$ cat src/rtl/wpbt_pkg.sv
// Shared types and constants for the waveform peak and beat tracker.
// No dependencies; every other file imports this package.
`default_nettype none
package wpbt_pkg;
	localparam int WAVE_POINTS       = 480;
	localparam int SLOT_W            = $clog2(WAVE_POINTS);
	localparam int MAX_FRAME_SAMPLES = 2304;
	localparam int CNT_W             = 12;
	localparam int DVD_W             = 64;
	localparam int DSR_W             = 32;

	localparam logic [31:0] BEAT_FLOOR     = 32'd1000000;
	localparam logic [19:0] BPM_SCALE      = 20'd960000;
	localparam logic [31:0] AUDIO_BYTES_RST = 32'd1;

	typedef enum logic {
		OP_SAMPLE = 1'b0,
		OP_FINISH = 1'b1
	} wpbt_op_t;

	typedef enum logic {
		KIND_FRAME = 1'b0,
		KIND_BPM   = 1'b1
	} wpbt_kind_t;

	typedef enum logic {
		REG_AUDIO_BYTES = 1'b0,
		REG_DURATION    = 1'b1
	} wpbt_reg_t;

	typedef struct packed {
		logic               operation;
		logic signed [15:0] pcm_sample;
		logic               frame_last;
		logic [31:0]        byte_position;
		logic               run_completed;
	} wpbt_in_t;

	typedef struct packed {
		logic        result_kind;
		logic [8:0]  slot_index;
		logic [7:0]  slot_value;
		logic        beat_found;
		logic [31:0] beat_time_ms;
		logic        bpm_valid;
		logic [11:0] bpm_sixteenths;
	} wpbt_out_t;

	typedef struct packed {
		logic             start;
		logic [DVD_W-1:0] dividend;
		logic [DSR_W-1:0] divisor;
	} wpbt_div_req_t;

	typedef struct packed {
		logic              busy;
		logic              done;
		logic [DVD_W-1:0]  quotient;
	} wpbt_div_rsp_t;

	typedef struct packed {
		logic              we;
		logic [SLOT_W-1:0] waddr;
		logic [7:0]        wdata;
		logic [SLOT_W-1:0] raddr;
	} wpbt_mem_req_t;
endpackage
`default_nettype wire

$ cat src/rtl/wpbt_wave_mem.sv
// Waveform slot memory: one write port, one registered read port.
// Depends on wpbt_pkg for depth and the request struct.
`default_nettype none
module wpbt_wave_mem (
	input  logic                   clk,
	input  wpbt_pkg::wpbt_mem_req_t req,
	output logic [7:0]             rdata
);
	import wpbt_pkg::*;

	logic [7:0] mem [WAVE_POINTS];
	logic [7:0] rdata_q;

	always_ff @(posedge clk) begin
		if (req.we) begin
			mem[req.waddr] <= req.wdata;
		end
		rdata_q <= mem[req.raddr];
	end

	assign rdata = rdata_q;
endmodule
`default_nettype wire

$ cat config.mk
export PLATFORM = sky130hd
export DESIGN_NAME = wpbt_wave_mem
export DESIGN_NICKNAME = d
export VERILOG_FILES = /design/src/rtl/wpbt_pkg.sv /design/src/rtl/wpbt_wave_mem.sv
export SDC_FILE = /design/constraint.sdc
export NUM_CORES = 2
export LEC_CHECK = 0
export BUFFER_PORTS_ARGS = -buffer_cell sky130_fd_sc_hd__buf_4
export CAP_MARGIN = 20
export CELL_PAD_IN_SITES_DETAIL_PLACEMENT = 1
export CELL_PAD_IN_SITES_GLOBAL_PLACEMENT = 2
export CORE_MARGIN = 8
export CORE_UTILIZATION = 55
export CTS_CLUSTER_DIAMETER = 30
export CTS_CLUSTER_SIZE = 28
export DETAILED_ROUTE_END_ITERATION = 8
export PLACE_DENSITY_LB_ADDON = 0.15
export SLEW_MARGIN = 10
export SYNTH_ARGS = -nofsm -noshare
export SYNTH_HDL_FRONTEND = slang
export SYNTH_SLANG_ARGS = --single-unit
$ cat constraint.sdc
create_clock -name clk -period 4.96 [get_ports clk]
set_input_delay 0.496 -clock clk [delete_from_list [all_inputs] [get_ports clk]]
set_output_delay 0.496 -clock clk [all_outputs]
set_load 0.01 [all_outputs]
======== After elaboration in Yosys (flattened, before gate mapping) ========
Memories as Yosys holds them, arrays and structs flattened. A register that Yosys moved wholly into a read port is not among the register bits.
Cells that the tools add are included.
cells by class
  multiplexer cells ....................... 2
operator list
  cell               count
  two-way mux 1 bit  2
storage, ports and cells
  RAM bits ................................ 3840
  output and inout port bits .............. 8
  input port bits ......................... 28
  flip-flop bits (word level) ............. 0
  word-level logic and storage cells ...... 3
  memories kept ........................... 1
memory list
  name  words  bits a word  rd ports  clocked after memory_dff  wr ports  line                 text
  mem   480    8            1         1                         1         wpbt_wave_mem.sv:11  logic [7:0] mem [WAVE_POINTS];

======== Logic depth before layout (Yosys ltp) ========
  depth after elaboration ................. 2
  depth in mapped cells ................... 13

======== Worst setup path before layout ========
Ideal clock, no wire load.
  path type ............................... input -> register
  start ................................... in req[0] (netlist name)
  end ..................................... reg rdata_q[5], in the netlist rdata[5] (read register of mem)
  required time ........................... 4.843 ns
  setup time .............................. 0.117 ns
  slack ................................... 2.307 ns
  data arrival time ....................... 2.536 ns
  buffers on the path ..................... 4
  stages .................................. 10
  cells stage by stage .................... buf_6 > buf_6 > buf_6 > buf_4 > mux4_2 > a221oi_1 > o22ai_1 > o21ai_0 > o211ai_1 > o22a_1
RTL lines
  item                line                 text
  start: declaration  wpbt_wave_mem.sv:6   input wpbt_pkg::wpbt_mem_req_t req,
  end: declaration    wpbt_wave_mem.sv:12  logic [7:0] rdata_q;

==> metrics.md <==
| Metric | Value |
|---|---|
| Fmax | 284.0 MHz |
| Die Y | 537.7 um |
| Post-synthesis sequential area ratio | 0.7715 |
| Crit path required time | 5.88 ns |
| Hold Fails Final Rpt | 0 |
| Final net count | 7799 |
| Initial antenna violation count | 36 |
| Post-DR vias/cell | 6.792 |
| Area leader, netlist | edfxtp_1 |
| Min cycle time layout | 3.522 ns |
| Power per Cell Area | 482.8 nW/um^2 |
| Final RePlAce weighted congestion | 0.8872 |
| Initial DRC count | 11540 |
| Leak Pwr | 0.05807 uW |
| Synth cell count leaders | edfxtp_1, mux4_2, nor2_1 |
| Critical-path cell list | buf_16 -> buf_4 -> buf_4 -> mux4_2 -> mux4_2 -> a31oi_1 -> a21oi_1 -> o22a_1 |
| Max stage delay on crit path | 0.87 ns |
| Clk sinks | 3848 |
| Largest net degree at the start of global routing | 149 |
| Crit. path cell count | 8 |
| Hold Crit Class | input port to register |
| Synth top area share | 0.7704 |
| Hold_ws | 0.04259 ns |
| Area growth from synthesis to layout | 20.05% |
| Family with the most delay on the worst path | compound AO/OA/AOI/OAI gates |
| First-pass GRT wire length | 669800 um |
| Buffers & Inverters on Critical Path | 3 |
| Port-buffer cells | 35 |
| DR WL/cell | 40.20 um |
| Worst Tran Pin Value | 1.231 ns |
| Final Cycle Share | 0.7100 |
| Most frequent cell after synthesis | edfxtp_1 |
| Clock-pin slew of the registers on the worst-case setup and hold paths | 0.05 ns |
| CTS Buf Count | 677 |
| Clock Latency Late Sink | 1.07 ns |
| #FFs+latches synth | 3848 |
| Drt total wl | 479900 um |
| FILL cells | 21160 |
| MaxCap Viol Count | 0 |
| Top fanout value on the critical path | 53 |
| CP arrival | 4.44 ns |
| Clk_skew | 0.08366 ns |
| Drt drc | 0 |
| Status | complete, no violations |
| Crit path max-delay cell type | a31oi_1 |
| Hold depth | 1 |
| Post-DRT Antenna Nets | 0 |
| Post-Syn Nets | 7046 |
| Synth cell types | 69 |
| CTS resizes | 0 |
| CTS max path bufs | 4 |
| Io pins | 36 |
| Chip Width | 537.7 um |
| Type of destination of the critical path | register |
| H-tree levels | 6 |
| Final setup viols | 0 |
| Rel. slew slack | 0.1795 |
| Cells after Synth | 7018 |
| Vias in the first global route | 84780 |
| CTS tree | yes |
| Vias | 81080 |
| Ys Warns | 0 |
| Async set or reset register ratio after synthesis | 0 |
| Sum Neg Setup Slack | 0 ns |
| CP Launch Type | input port |
| Share of cells above drive strength 1 | 0.3087 |
| Dominant synthesized flop cell | edfxtp_1 |
| DRT Pass-1 Iters | 5 |
| Rows | 191 |
| Total GRT Usage | 0.3312 |
| Placeable core area | 270800 sq um |
| Number of synthesized flops with an enable pin | 3840 |
| Synth area leaders | edfxtp_1, mux4_2, mux2i_1 |
| Initial Util | 0.5528 |
| Cell Area, Synth | 149700 sq um |
| FF-to-FF path depth | 6 |
| Peak VDD IR | 0.0005040 V |
| GRT overflow | 0 |
| Mean Syn Cell Area | 21.33 sq um |
| Slew Limit Fails | 0 |
| Unrepaired setup endpoints after global routing | false |
| Full die area | 289100 sq um |
| Crit Path Class | input port to register |
| Clock root cell | clkbuf_16 |
| Post-DP HPWL | 289500 um |
-- repair_timing --
action,4_1_cts,5_1_grt
hold endpoints to repair,271,0
endpoints found under the setup margin,0,0
setup buffers,0,0
hold buffers,6,0
-- cells in the final DEF, fill, tap and decap left out, types with 17 or more instances in the layout --
master	instances
edfxtp_1	3840
mux4_2	920
clkbuf_16	684
nor2_1	550
buf_4	426
mux2i_1	245
nand2_1	218
clkinv_2	111
a22oi_1	104
clkinv_1	101
bufinv_16	88
clkinvlp_4	82
clkbuf_1	72
a21oi_1	68
buf_12	64
o22ai_1	57
o21ai_0	47
o221ai_1	45
nor3_1	41
nand3_1	41
nand4_1	39
inv_6	39
a211oi_1	37
clkinv_4	36
a31oi_1	23
diode_2	22
mux2_2	21
nor2b_1	17
and3_1	17
o211ai_1	17
-- sequential cells by signal (all words and copies together) (netlist names) --
signal,cells
rdata,8
mem,3840
-- kinds of logic after synthesis --
group	share of synthesized area
AOI/OAI and AO/OA	0.02465
buffers and inverters	0.01830
DFF	0.7715
muxes	0.1564
and+or+nand+nor	0.02914
-- layout make-up --
type / instances / area [sq um] / area share
Inverter: 8 / 42.54 / 0.0002368
Sequential cell: 3848 / 115500 / 0.6427
Timing Repair Buffer: 513 / 4788 / 0.02665
Multi-Input combinational cell: 2723 / 31660 / 0.1762
Antenna cell: 22 / 55.05 / 0.0003064
Clock inverter: 494 / 5746 / 0.03198
Tap cell: 3570 / 4467 / 0.02486
Clock buffer: 760 / 17440 / 0.09707
-- report_power, final --
group          internal, uW  leakage [uW]  switching, uW
Combinational          1190        0.0124           2560
Sequential            35900        0.0346           51.0
Clock                 30100        0.0111          16900
-- final timing paths --
kind	start	endpoint	slack (ns)
min	req[15]	mem[442][6]	0.04
max reg2reg	mem[334][5]	rdata[5]	1.67
max	req[0]	rdata[5]	1.44
min reg2reg	mem[102][6]	rdata[6]	1.02
-- through the flow --
| step | utilization | area, sq um | total power [uW] | setup WS [ns] | std cells |
|---|---|---|---|---|---|
| 2_1_floorplan | - | 149700 | 38250 | 2.307 | 7018 |
| 4_1_cts | 0.6633 | 179600 | 86940 | 1.535 | 11910 |
| 5_1_grt | 0.6634 | 179600 | 88300 | 1.427 | 11920 |
| 3_5_place_dp | 0.5775 | 156400 | 40210 | 0.4901 | 10650 |
| 6_report | 0.6636 | 179700 | 86740 | 1.438 | 11940 |
| 3_3_place_gp | 0.5772 | 156300 | 40120 | 0.2821 | 10650 |
-- metal layers --
layer	vias to the layer above	GRT usage	routed length (um)
met3	1186	0.07676	49970
met1	43300	0.4433	175900
met5	-	0	116
met4	18	0.1648	27730
li1	31160	-	-
met2	5422	0.5186	226200
Note: power is estimated with default switching activity, not from simulation.
