File: src/rtl/wpbt_pkg.sv
// Shared types and constants for the waveform peak and beat tracker.
// No dependencies; every other file imports this package.
`default_nettype none
package wpbt_pkg;
	localparam int WAVE_POINTS       = 480;
	localparam int SLOT_W            = $clog2(WAVE_POINTS);
	localparam int MAX_FRAME_SAMPLES = 2304;
	localparam int CNT_W             = 12;
	localparam int DVD_W             = 64;
	localparam int DSR_W             = 32;

	localparam logic [31:0] BEAT_FLOOR     = 32'd1000000;
	localparam logic [19:0] BPM_SCALE      = 20'd960000;
	localparam logic [31:0] AUDIO_BYTES_RST = 32'd1;

	typedef enum logic {
		OP_SAMPLE = 1'b0,
		OP_FINISH = 1'b1
	} wpbt_op_t;

	typedef enum logic {
		KIND_FRAME = 1'b0,
		KIND_BPM   = 1'b1
	} wpbt_kind_t;

	typedef enum logic {
		REG_AUDIO_BYTES = 1'b0,
		REG_DURATION    = 1'b1
	} wpbt_reg_t;

	typedef struct packed {
		logic               operation;
		logic signed [15:0] pcm_sample;
		logic               frame_last;
		logic [31:0]        byte_position;
		logic               run_completed;
	} wpbt_in_t;

	typedef struct packed {
		logic        result_kind;
		logic [8:0]  slot_index;
		logic [7:0]  slot_value;
		logic        beat_found;
		logic [31:0] beat_time_ms;
		logic        bpm_valid;
		logic [11:0] bpm_sixteenths;
	} wpbt_out_t;

	typedef struct packed {
		logic             start;
		logic [DVD_W-1:0] dividend;
		logic [DSR_W-1:0] divisor;
	} wpbt_div_req_t;

	typedef struct packed {
		logic              busy;
		logic              done;
		logic [DVD_W-1:0]  quotient;
	} wpbt_div_rsp_t;

	typedef struct packed {
		logic              we;
		logic [SLOT_W-1:0] waddr;
		logic [7:0]        wdata;
		logic [SLOT_W-1:0] raddr;
	} wpbt_mem_req_t;
endpackage
`default_nettype wire

File: src/rtl/wpbt_div.sv
// Restoring serial divider, one quotient bit per cycle.
// Depends on wpbt_pkg for widths and the request/response structs.
`default_nettype none
module wpbt_div (
	input  logic                   clk,
	input  logic                   arst_n,
	input  wpbt_pkg::wpbt_div_req_t req,
	output wpbt_pkg::wpbt_div_rsp_t rsp
);
	import wpbt_pkg::*;

	localparam int ITER_W = $clog2(DVD_W);

	logic              busy_q;
	logic              done_q;
	logic [ITER_W-1:0] iter_q;
	logic [DVD_W-1:0]  quo_q;
	logic [DSR_W-1:0]  rem_q;
	logic [DSR_W-1:0]  dsr_q;
	logic [DSR_W:0]    rem_sh;
	logic              ge;
	logic [DSR_W:0]    rem_diff;

	assign rem_sh   = {rem_q, quo_q[DVD_W-1]};
	assign ge       = rem_sh >= {1'b0, dsr_q};
	assign rem_diff = rem_sh - {1'b0, dsr_q};

	always_ff @(posedge clk or negedge arst_n) begin
		if (!arst_n) begin
			busy_q <= 1'b0;
			done_q <= 1'b0;
			iter_q <= '0;
		end else begin
			done_q <= busy_q && (iter_q == ITER_W'(DVD_W - 1));
			if (req.start) begin
				busy_q <= 1'b1;
				iter_q <= '0;
			end else if (busy_q) begin
				iter_q <= iter_q + 1'b1;
				if (iter_q == ITER_W'(DVD_W - 1)) begin
					busy_q <= 1'b0;
				end
			end
		end
	end

	always_ff @(posedge clk) begin
		if (req.start) begin
			quo_q <= req.dividend;
			rem_q <= '0;
			dsr_q <= req.divisor;
		end else if (busy_q) begin
			quo_q <= {quo_q[DVD_W-2:0], ge};
			// The remainder stays below the divisor, so the top bit drops.
			rem_q <= ge ? rem_diff[DSR_W-1:0] : rem_sh[DSR_W-1:0];
		end
	end

	assign rsp.busy     = busy_q;
	assign rsp.done     = done_q;
	assign rsp.quotient = quo_q;
endmodule
`default_nettype wire

File: config.mk
export PLATFORM = sky130hd
export DESIGN_NAME = wpbt_div
export DESIGN_NICKNAME = d
export VERILOG_FILES = /design/src/rtl/wpbt_pkg.sv /design/src/rtl/wpbt_div.sv
export SDC_FILE = /design/constraint.sdc
export NUM_CORES = 1
export LEC_CHECK = 0
export ABC_AREA = 0
export BUFFER_PORTS_ARGS = -buffer_cell sky130_fd_sc_hd__buf_4
export CORE_AREA = 2 2 90 157
export CTS_CLUSTER_SIZE = 16
export DETAILED_ROUTE_END_ITERATION = 10
export DIE_AREA = 0 0 92 159
export PLACE_DENSITY_LB_ADDON = 0.15
export SETUP_SLACK_MARGIN = 0.4
export SLEW_MARGIN = 15
export SYNTH_ARGS = -nofsm -noshare
export SYNTH_HDL_FRONTEND = slang
export SYNTH_SLANG_ARGS = --single-unit
File: constraint.sdc
create_clock -name clk -period 3.9 [get_ports clk]
set_input_delay 0.585 -clock clk [delete_from_list [all_inputs] [get_ports clk]]
set_output_delay 0.585 -clock clk [all_outputs]
set_load 0.01 [all_outputs]
Word-level counts from Yosys, hierarchy flattened

Index checks and enable logic that the tools add are counted.

Input bits: 99
Register bits: 136
Output and inout port bits: 66

Reduce and logical (&&, ||, !) cells: 2
$lt $le $gt $ge: 1
Add/sub/neg operators: 2
Eq/ne operators: 1
Muxes and demuxes: 8

Operators by type and width:

| cell                  | count |
|---|---|
| $mux W64              | 2 |
| $ge A33 B32 Y1        | 1 |
| $mux W32              | 1 |
| $sub A32 B32 Y32      | 1 |
| $mux W6               | 2 |
| $add A6 B1 Y6 const B | 1 |
| $eq A6 B6 Y1 const B  | 1 |
| $mux W1               | 3 |
| $reduce_bool A2 Y1    | 1 |
| $logic_and A1 B1 Y1   | 1 |

Depth between registers and ports, before layout

Gate-level depths: netlist of the first run.

Depth in word-level cells: 4
Depth in mapped cells: 14
Mapped depth without buffers: 13

Worst setup path before layout of the first run

OpenSTA, ideal clock, no wires.

Path type: register -> register
Start point: register quo_q[63]
End point: register rem_q[30]
Stages on the path, launching flop included: 14
Required time: 3.840 ns
Data arrival time: 2.852 ns
Setup slack: 0.988 ns
Period minus slack after synthesis: 2.912 ns
Cells stage by stage: edfxtp_1 -> inv_1 -> ha_1 -> fa_1 -> nor2b_1 -> o31a_1 -> o31ai_1 -> a221oi_2 -> nor4b_2 -> o31ai_2 -> a31oi_1 -> a31oi_1 -> mux2_1 -> nand2_1

Longest elaborated chain between the ends: 2
Elaborated cells on any way between the ends: 3
Those cells by class: add/sub (1); order compare (1); mux (1)

RTL lines:

| item                                               | RTL line                       | RTL |
|---|---|---|
| start, declared                                    | wpbt_div.sv:17                 | `logic [DVD_W-1:0] quo_q;` |
| start signal, assigned                             | wpbt_div.sv:49                 | `quo_q <= req.dividend;` |
| start signal, assigned                             | wpbt_div.sv:53                 | `quo_q <= {quo_q[DVD_W-2:0], ge};` |
| $sub A32 B32 Y32 or $ge A33 B32 Y1 (tied branches) | wpbt_div.sv:26, wpbt_div.sv:25 |  |
| $mux W32 *                                         | wpbt_div.sv:55                 | `rem_q <= ge ? rem_diff[DSR_W-1:0] : rem_sh[DSR_W-1:0];` |
| end signal, assigned                               | wpbt_div.sv:55                 |  |
| end, declared                                      | wpbt_div.sv:18                 | `logic [DSR_W-1:0] rem_q;` |

Every way passes the cells marked *; elsewhere a longest branch is shown, timed or not.
A chain may end at the register's enable or synchronous reset.

Worst setup path in the final report of the first run

Ends and elaborated chain as after synthesis.

==> metrics.yaml, run 1 <==
cp.depth: 13
core_area_sq_um: 13300
fp.dieW_um: 92
p_leak_nw: 3.88
synth_edf_count: 96
grtUsageTotal_pct: 23.6
ant_nets: 0
status: "completed"
yosys.area.top_type: "edfxtp_1"
worst_pin_slew_ns: 0.774
vias: 5510
start_kind: "flip-flop"
required_ns: 4.26
synth_top_area_share_pct: 40.4
overflow: 0
seqCellArea_sq_um: 3720
numPortBuffers: 164
start_util_pct: 53.5
h-tree-depth: 4
cp_top_family: "compound AO/OA/AOI/OAI gates"
drtIter0Drc: 221
slew_headroom_pct: 48.4
io_pins: 165
vdd_drop_max_uv: 334
num-fill-cells: 1048
clock.fmax_mhz: 308
drc_errors: 0
clock_path_buffers: 2
via_per_inst: 5.61
syn_inst: 631
layout_common_cells: "171 x buf_4, 96 x edfxtp_1, 64 x mux2_2"
rrSetupSlack_ns: 0.66
clk_pin_slew_ns: 0.07
slowest_stage: "nor4b_2"
finalSetupViolations: 0
synthArstFlopShare_pct: 5.88
path_common_cell: "a31oi_1"
skew_ns: 0.0148
hold_violations: 0
cts_sinks: 136
yosys_warnings: 0
grt_pass1_wl_um: 27600
die_h_um: 159
cp_slowest_stage_delay_ns: 0.44
min_period_ns: 3.24
cts_tree: "done"
final_common_cell: "buf_4"
antenna_found_initial: 0
synth_area_per_cell_sq_um: 11.3
wire_per_inst_um: 17.2
num_rows: 56
drv_slew: 0
grt_pass1_vias: 5750
wirelength_um: 16900
synth-main-ff-cell: "edfxtp_1"
pwr_density_cell_nw_per_um2: 543
insertion_delay_ns: 0.42
numCtsBuffers: 17
path_cells: "inv_1 > ha_1 > fa_1 > nor2b_1 > o31a_1 > o31ai_1 > a221oi_2 > nor4b_2 > o31ai_4 > a31oi_1 > a31oi_1 > mux2_1 > nand2_1"
synth_cell_types: 58
drive_gt1_share_pct: 34.5
maxCapViolCount: 0
crit_arrival_ns: 3.60
min_period_over_period_pct: 83.2
critical_path.endpoint_type: "flip-flop"
grt_max_degree: 63
worst-path-buf-inv: 1
synth.yosys.seq_area_share_pct: 52.2
setup_tns_ns: 0
syn_area_sq_um: 7130
multi_input_area_sq_um: 3090
crit_type: "flip-flop to flip-flop"
worstRegToRegCells: 13
num_antenna_cells: 0
dp_hpwl_um: 12400
root_buffer: "clkbuf_16"
setup_ws_ns: 0.657
dp_slack_ns: 0.648
rsz0062_at_grt: "no"
hold_class: "primary input to flip-flop"
synth_nets: 764
cts_setup_buffers: 0
worstHoldPathCells: 1
gp_congestion: 0.901
area.growth.synth_to_final_pct: 27.6
synth_seq_cells: 136
dieArea_sq_um: 14600
num-nets-final: 928
first_pass_iters: 4
cp_max_fo: 4
synth_area_leaders: "edfxtp_1 40%, mux2_2 10%, dfxtp_1 9.0%"
-- cell type report --
class	count	share of cell area [%]
Sequential cell	136	40.9
Multi-Input combinational cell	423	33.9
Timing Repair Buffer	173	14.4
Clock buffer	17	4.68
Tap cell	174	2.39
Clock inverter	15	1.83
Inverter	44	1.82
-- per-layer routing --
layer / GRT usage, % / vias to the layer above / routed length, um
met5: 0 / - / 0
met4: 9.57 / 0 / 448
met3: 6.29 / 36 / 1000
met2: 43.2 / 174 / 9400
met1: 25.2 / 2656 / 6080
li1: - / 2644 / -
-- stage by stage --
| stage | hold slack [ns] | power (mW) | instances | utilization [%] | area (sq um) |
|---|---|---|---|---|---|
| after floorplan | 0.289 | 2.93 | 631 | - | 7130 |
| after global placement | 0.405 | 3.30 | 949 | 63.7 | 8490 |
| after detailed placement | 0.409 | 3.33 | 949 | 63.7 | 8490 |
| after CTS | 0.330 | 4.96 | 982 | 68.3 | 9090 |
| after global routing | 0.332 | 5.20 | 982 | 68.3 | 9100 |
| final | 0.341 | 4.94 | 982 | 68.3 | 9100 |
-- power breakdown --
part           switching, mW  internal (mW)
logic                  0.785          0.655
registers              0.136           1.76
clock network          0.655          0.955
total                   1.58           3.37
-- worst register-to-register path, cell delays in order, from the launching register on --
cell	delay, ns
edfxtp_1	0.42
inv_1	0.08
ha_1	0.17
fa_1	0.19
nor2b_1	0.07
o31a_1	0.27
o31ai_1	0.36
a221oi_2	0.15
nor4b_2	0.44
o31ai_4	0.15
a31oi_1	0.35
a31oi_1	0.14
mux2_1	0.33
nand2_1	0.06
-- sequential cells by signal, summed over array words and instances, names as in the netlist --
name / cells
quo_q: 64
done_q: 1
rem_q: 32
busy_q: 1
iter_q: 6
dsr_q: 32
-- repair_timing --
action,in CTS,in global routing
resized for setup,0,1
endpoints found under the hold margin,8,0
endpoints found under the setup margin,0,2
hold buffers,1,0
-- cell usage after synthesis, drive strengths merged (7+ instances only) --
| cell type | instances |
|---|---|
| edfxtp | 96 |
| mux2 | 66 |
| nand2 | 63 |
| nor2 | 48 |
| inv | 44 |
| a21oi | 40 |
| ha | 33 |
| dfxtp | 32 |
| o21ai | 28 |
| clkbuf | 20 |
| a311oi | 19 |
| xnor2 | 18 |
| buf | 8 |
| dfrtp | 8 |
| nor3 | 8 |
| xor2 | 8 |
| a21o | 7 |
| nand2b | 7 |
-- cell families after synthesis --
logic type,after synthesis,synth area share [%]
xor gates and xnor gates,26,3.19
muxes,67,10.6
DFF,136,52.2
AOI/OAI and AO/OA,134,13.0
adders and majority gates,34,6.07
and+or+nand+nor,162,10.4
buffers and inverters,72,4.60
-- path summary, 6_finish.rpt --
check,from,endpoint
max,quo_q[63],rem_q[30]
min,req[12],dsr_q[12]
max reg2reg,quo_q[63],rem_q[30]
min reg2reg,rem_q[31],rem_q[31]
min in group asynchronous,arst_n,iter_q[2]
max in group asynchronous,arst_n,iter_q[0]
Note: power is estimated with default switching activity, not from simulation.
==> inputs of run 2 (changes only) <==
==> constraint.sdc (replaced) <==
create_clock -name clk -period 3.1 [get_ports clk]
set_input_delay 0.465 -clock clk [delete_from_list [all_inputs] [get_ports clk]]
set_output_delay 0.465 -clock clk [all_outputs]
set_load 0.01 [all_outputs]
==> run 2 against run 1 <==
Critical path depth fell by 1. Power rose by 38%. Cell area rose by 7.3%. Clock power rose by 29%. Clock skew fell by 0.0071 ns. Core utilization rose by 5.0 points. Largest cell class unchanged. Highest routed layer unchanged.
==> metrics.yaml, run 2 (same netlist as run 1, synthesis figures left out) <==
final_common_cell: "buf_4"
hold_class: "primary input to flip-flop"
insertion_delay_ns: 0.42  # about the same
skew_ns: 0.00770  # -0.00712 ns
maxCapViolCount: 0  # unchanged
numPortBuffers: 164  # unchanged
grt_max_degree: 63  # unchanged
slowest_stage: "edfxtp_1"
setup_tns_ns: 0  # unchanged
p_leak_nw: 4.15  # +6.9%
clk_pin_slew_ns: 0.06  # about the same
overflow: 0  # unchanged
grtUsageTotal_pct: 24.7  # +1.2 points
die_h_um: 159  # unchanged
layout_common_cells: "198 x buf_4, 96 x edfxtp_1, 64 x mux2_2"
largest_reg_flops: 64  # unchanged
num_antenna_cells: 0  # unchanged
vias: 5729  # +4.0%
slew_headroom_pct: 64.4  # +16 points
fp.dieW_um: 92  # unchanged
vdd_drop_max_uv: 511  # +53%
hold_ws_ns: 0.221  # -0.120 ns
critical_path.endpoint_type: "flip-flop"
min_period_ns: 2.98  # -0.267 ns
setup_ws_ns: 0.124  # -0.533 ns
crit_arrival_ns: 3.34  # -0.26 ns
start_kind: "flip-flop"
grt_pass1_vias: 6052  # +5.3%
clock.fmax_mhz: 336  # +9.0%
dp_slack_ns: -0.00781  # -0.656 ns
root_buffer: "clkbuf_16"
core_area_sq_um: 13300  # unchanged
required_ns: 3.46  # -0.80 ns
top_register: "quo_q"
dieArea_sq_um: 14600  # unchanged
gp_congestion: 0.905  # +0.40%
hold_violations: 0  # unchanged
clock_path_buffers: 2  # unchanged
worst_pin_slew_ns: 0.533  # -0.241 ns
dp_hpwl_um: 12700  # +2.7%
drtIter0Drc: 250  # +13%
cp_max_fo: 3  # -1
wirelength_um: 17800  # +5.3%
min_period_over_period_pct: 96.0  # +13 points
cts_tree: "done"
cp_slowest_stage_delay_ns: 0.37  # -0.07 ns
num_rows: 56  # unchanged
h-tree-depth: 4  # unchanged
grt_pass1_wl_um: 28900  # +4.9%
rsz0062_at_grt: "yes"
final_util_pct: 73.3  # +5.0 points
via_per_inst: 5.61  # about the same
antenna_found_initial: 0  # unchanged
drv_slew: 0  # unchanged
dp_cells: 967  # +1.9%
final_cell_area_sq_um: 9760  # +7.3%
status: "completed"
start_util_pct: 53.5  # unchanged
biggestRegsByFlops: "quo_q x64, dsr_q x32, rem_q x32"
path_cells: "ha_2 > fa_2 > nor2b_4 > o31a_1 > o31ai_4 > a221oi_2 > nor4b_2 > o31ai_2 > a31oi_2 > a31oi_1 > mux2_1 > nand2_1"
ant_nets: 0  # unchanged
drc_errors: 0  # unchanged
io_pins: 165  # unchanged
wire_per_inst_um: 17.5  # +1.3%
area.growth.synth_to_final_pct: 36.9
num-nets-final: 968  # +4.3%
power_mw: 6.81  # +38%
finalSetupViolations: 0  # unchanged
drive_gt1_share_pct: 42.7  # +8.2 points
pwr_density_cell_nw_per_um2: 698  # +28%
numCtsBuffers: 17  # unchanged
placement.cell_area_sq_um: 8690  # +2.4%
layoutNonFillerInstCount: 1021  # +4.0%
first_pass_iters: 4  # unchanged
cts_sinks: 136  # unchanged
crit_type: "flip-flop to flip-flop"
==> run 2: cell count changes in the layout (fill, tap and decap cells not counted), moves of 4 or more <==
cell      delta
buf_4       +27
a311oi_1     -8
a311oi_2     +8
buf_6        +6
o21ai_0      -6
a21oi_1      -5
a21oi_2      +5
a211oi_1     -4
a211oi_2     +4
buf_12       +4
ha_1         -4
o21ai_1      +4
==> run 2: worst max-delay path, delay by kind of cell, from the launching register on <==
kind / cells / cell delay, ns
AO/OA/AOI/OAI: 6 / 1.34
adder cells (fa/ha/maj): 2 / 0.56
flip-flops: 1 / 0.37
multiplexers: 1 / 0.33
AND/OR/NAND/NOR: 3 / 0.29
==> run 2: worst paths after layout <==
kind	from	to	slack, ns	depth (start not counted)
setup / recovery	dsr_q[0]	rem_q[30]	0.12	12
hold / removal	req[28]	dsr_q[28]	0.22	1
setup reg to reg	dsr_q[0]	rem_q[30]	0.12	12
hold reg to reg	rem_q[23]	rem_q[23]	0.47	2
max in group asynchronous	arst_n	iter_q[0]	2.58	2
min in group asynchronous	arst_n	done_q	0.39	2
==> run 2: what timing repair did <==
action	in CTS	in global routing
setup buffers	16	5
hold endpoints to repair	8	0
pin swaps	31	21
hold buffers	1	0
resized for setup	29	33
gates cloned	0	1
endpoints found under the setup margin	31	33
==> run 2: area by class of cell <==
cell class	count	area, sq um
multi-input combinational	423	3330
clock buffer	18	429
inverter	44	165
tap	174	218
fill	935	3550
timing repair buffer	213	1720
clock inverter	13	171
sequential	136	3720
==> run 2: power breakdown <==
group          switching, mW  total, mW  internal [mW]  leakage (nW)
Clock                  0.797       2.07           1.27         0.287
Sequential             0.174       2.39           2.21          1.36
Combinational           1.17       2.36           1.19          2.51
==> run 2: routing by layer <==
metal  GRT usage (%)  part of all wire, %  vias to the layer above
li1                -                    -                     2725
met1            25.5                   34                     2772
met2            46.0                   57                      189
met3            6.53                  5.7                       43
met4            10.9                  3.2                        0
met5               0                    0                        -
==> inputs of run 3 (changes only) <==
--- a/config.mk
+++ b/config.mk
@@ -7,10 +7,10 @@
 export LEC_CHECK = 0
 export ABC_AREA = 0
 export BUFFER_PORTS_ARGS = -buffer_cell sky130_fd_sc_hd__buf_4
-export CORE_AREA = 2 2 90 157
+export CORE_AREA = 2 2 141 102
 export CTS_CLUSTER_SIZE = 16
 export DETAILED_ROUTE_END_ITERATION = 10
-export DIE_AREA = 0 0 92 159
+export DIE_AREA = 0 0 143 104
 export PLACE_DENSITY_LB_ADDON = 0.15
 export SETUP_SLACK_MARGIN = 0.4
 export SLEW_MARGIN = 15
==> run 3 against run 2 <==
Sequential cell count unchanged. Clock skew up 0.0024 ns. Sequential power about the same. Critical endpoint unchanged.
==> metrics.yaml, run 3 (same netlist as run 1, synthesis figures left out) <==
core_area_sq_um: 13600  # +1.8%
area.growth.synth_to_final_pct: 41.9
biggestRegsByFlops: "quo_q x64, dsr_q x32, rem_q x32"
root_buffer: "clkbuf_16"
cp_top_family: "compound AO/OA/AOI/OAI gates"
insertion_delay_ns: 0.43  # about the same
grt_pass1_wl_um: 29200  # +0.91%
hold_violations: 0  # unchanged
path_cells: "inv_1 > ha_2 > fa_2 > nor2b_2 > o31a_1 > o31ai_4 > a221oi_2 > nor4b_2 > o31ai_2 > buf_4 > a31oi_2 > a31oi_1 > mux2_1 > nand2_1"
drv_slew: 0  # unchanged
layout_common_cells: "200 x buf_4, 96 x edfxtp_1, 64 x mux2_2"
vias: 5724  # -0.087%
skew_ns: 0.0101  # +0.00240 ns
required_ns: 3.46  # about the same
layoutNonFillerInstCount: 1048  # +2.6%
drtIter0Drc: 422  # +69%
final_common_cell: "buf_4"
hold_class: "primary input to flip-flop"
num_antenna_cells: 0  # unchanged
numCtsBuffers: 17  # unchanged
setup_ws_ns: 0.0125  # -0.111 ns
r2r_start: "quo_q[63]"
min_period_over_period_pct: 99.6  # +3.6 points
clock_path_buffers: 2  # unchanged
grt_pass1_vias: 5691  # -6.0%
cp_slowest_stage_delay_ns: 0.39  # +0.02 ns
pwr_density_cell_nw_per_um2: 725  # +3.9%
placement.cell_area_sq_um: 8660  # -0.40%
status: "completed"
vdd_drop_max_uv: 528  # +3.4%
worst_pin_slew_ns: 1.11  # +0.578 ns
worstRegToRegCells: 14  # +2
dieArea_sq_um: 14900  # +1.7%
fp.dieW_um: 143  # +55%
largest_reg_flops: 64  # unchanged
cp.depth: 14  # +2
wire_per_inst_um: 17.8  # +2.1%
overflow: 0  # unchanged
cp_max_fo: 3  # unchanged
cts_sinks: 136  # unchanged
power_mw: 7.34  # +7.7%
gp_congestion: 0.851  # -6.0%
grt_max_degree: 70  # +11%
num_rows: 36  # -36%
maxCapViolCount: 0  # unchanged
drive_gt1_share_pct: 46.6  # +3.9 points
min_period_ns: 3.09  # +0.111 ns
via_per_inst: 5.46  # -2.7%
start_kind: "flip-flop"
ant_nets: 0  # unchanged
cts_tree: "done"
top_register: "quo_q"
final_util_pct: 74.6  # +1.3 points
num-fill-cells: 897  # -4.1%
clk_pin_slew_ns: 0.06  # about the same
first_pass_iters: 5  # +1
dp_cells: 979  # +1.2%
crit_arrival_ns: 3.45  # +0.11 ns
io_pins: 165  # unchanged
numPortBuffers: 164  # unchanged
crit_type: "flip-flop to flip-flop"
rsz0062_at_grt: "yes"
antenna_found_initial: 0  # unchanged
wirelength_um: 18700  # +4.8%
critical_path.endpoint_type: "flip-flop"
hold_start: "req[12]"
finalSetupViolations: 0  # unchanged
num-nets-final: 978  # +1.0%
start_util_pct: 52.6  # -0.97 points
slew_headroom_pct: 25.7  # -39 points
min_to: "dsr_q[12]"
drc_errors: 0  # unchanged
worst-path-buf-inv: 2  # +2
r2r_end: "rem_q[30]"
worstHoldPathCells: 1  # unchanged
grtUsageTotal_pct: 25.3  # +0.51 points
clock.fmax_mhz: 324  # -3.6%
rrSetupSlack_ns: 0.01  # -0.11 ns
die_h_um: 104  # -35%
slowest_stage: "a221oi_2"
p_leak_nw: 4.22  # +1.8%
h-tree-depth: 4  # unchanged
dp_slack_ns: -0.0383  # -0.0305 ns
dp_hpwl_um: 11700  # -7.7%
final_cell_area_sq_um: 10100  # +3.7%
run 3: final cells by class:
type	instances	area (sq um)	area share (%)
repair buffers	218	1780	17.6
well taps	190	238	2.35
multi-input cells	428	3570	35.3
clock inverters	15	215	2.13
clock buffers	17	425	4.20
inverters	44	165	1.63
flip-flops and latches	136	3720	36.8
run 3: worst reg2reg max path, stage by stage (launching register included):
cell and delay (ns):
edfxtp_1 0.36, inv_1 0.05, ha_2 0.19, fa_2 0.35
nor2b_2 0.15, o31a_1 0.21, o31ai_4 0.09, a221oi_2 0.39
nor4b_2 0.12, o31ai_2 0.25, buf_4 0.17, a31oi_2 0.10
a31oi_1 0.20, mux2_1 0.35, nand2_1 0.06
run 3: timing repair:
| item | 4_1_cts | 5_1_grt |
|---|---|---|
| resized for setup | 74 | 28 |
| setup buffers | 23 | 7 |
| hold buffers | 1 | 0 |
| gates cloned | 6 | 0 |
| endpoints found under the hold margin | 8 | 0 |
| setup endpoints to repair | 33 | 33 |
| pin swaps | 39 | 26 |
run 3: power breakdown:
part           internal (mW)  total (mW)  leakage [nW]  switching [mW]
Sequential              2.21        2.40          1.36           0.187
Combinational           1.39        2.74          2.56            1.35
Clock                   1.36        2.20         0.303           0.831
run 3: worst max path at each step:
stage	from	end	slack, ns
final	quo_q[63]	rem_q[30]	0.01
after detailed placement	quo_q[63]	rem_q[30]	-0.04
after global routing	quo_q[63]	rem_q[26]	-0.18
after CTS	quo_q[63]	rem_q[26]	0.04
after floorplan	quo_q[63]	rem_q[30]	0.23
after global placement	quo_q[63]	rem_q[30]	0.0007
run 3: routing by layer:
layer / track usage, % / vias to the layer above / wire length [um] / share of wire (%)
li1: - / 2760 / - / -
met1: 33.6 / 2738 / 8180 / 44
met2: 40.3 / 192 / 9060 / 48
met3: 6.72 / 34 / 1020 / 5.5
met4: 7.99 / 0 / 420 / 2.2
met5: 0 / - / 0 / 0
run 3: per-stage QoR:
step | hold WS, ns | setup TNS [ns]
3_5_place_dp | 0.288 | -0.0439
3_3_place_gp | 0.283 | 0
4_1_cts | 0.198 | 0
6_report | 0.214 | 0
2_1_floorplan | 0.169 | 0
5_1_grt | 0.193 | -0.764
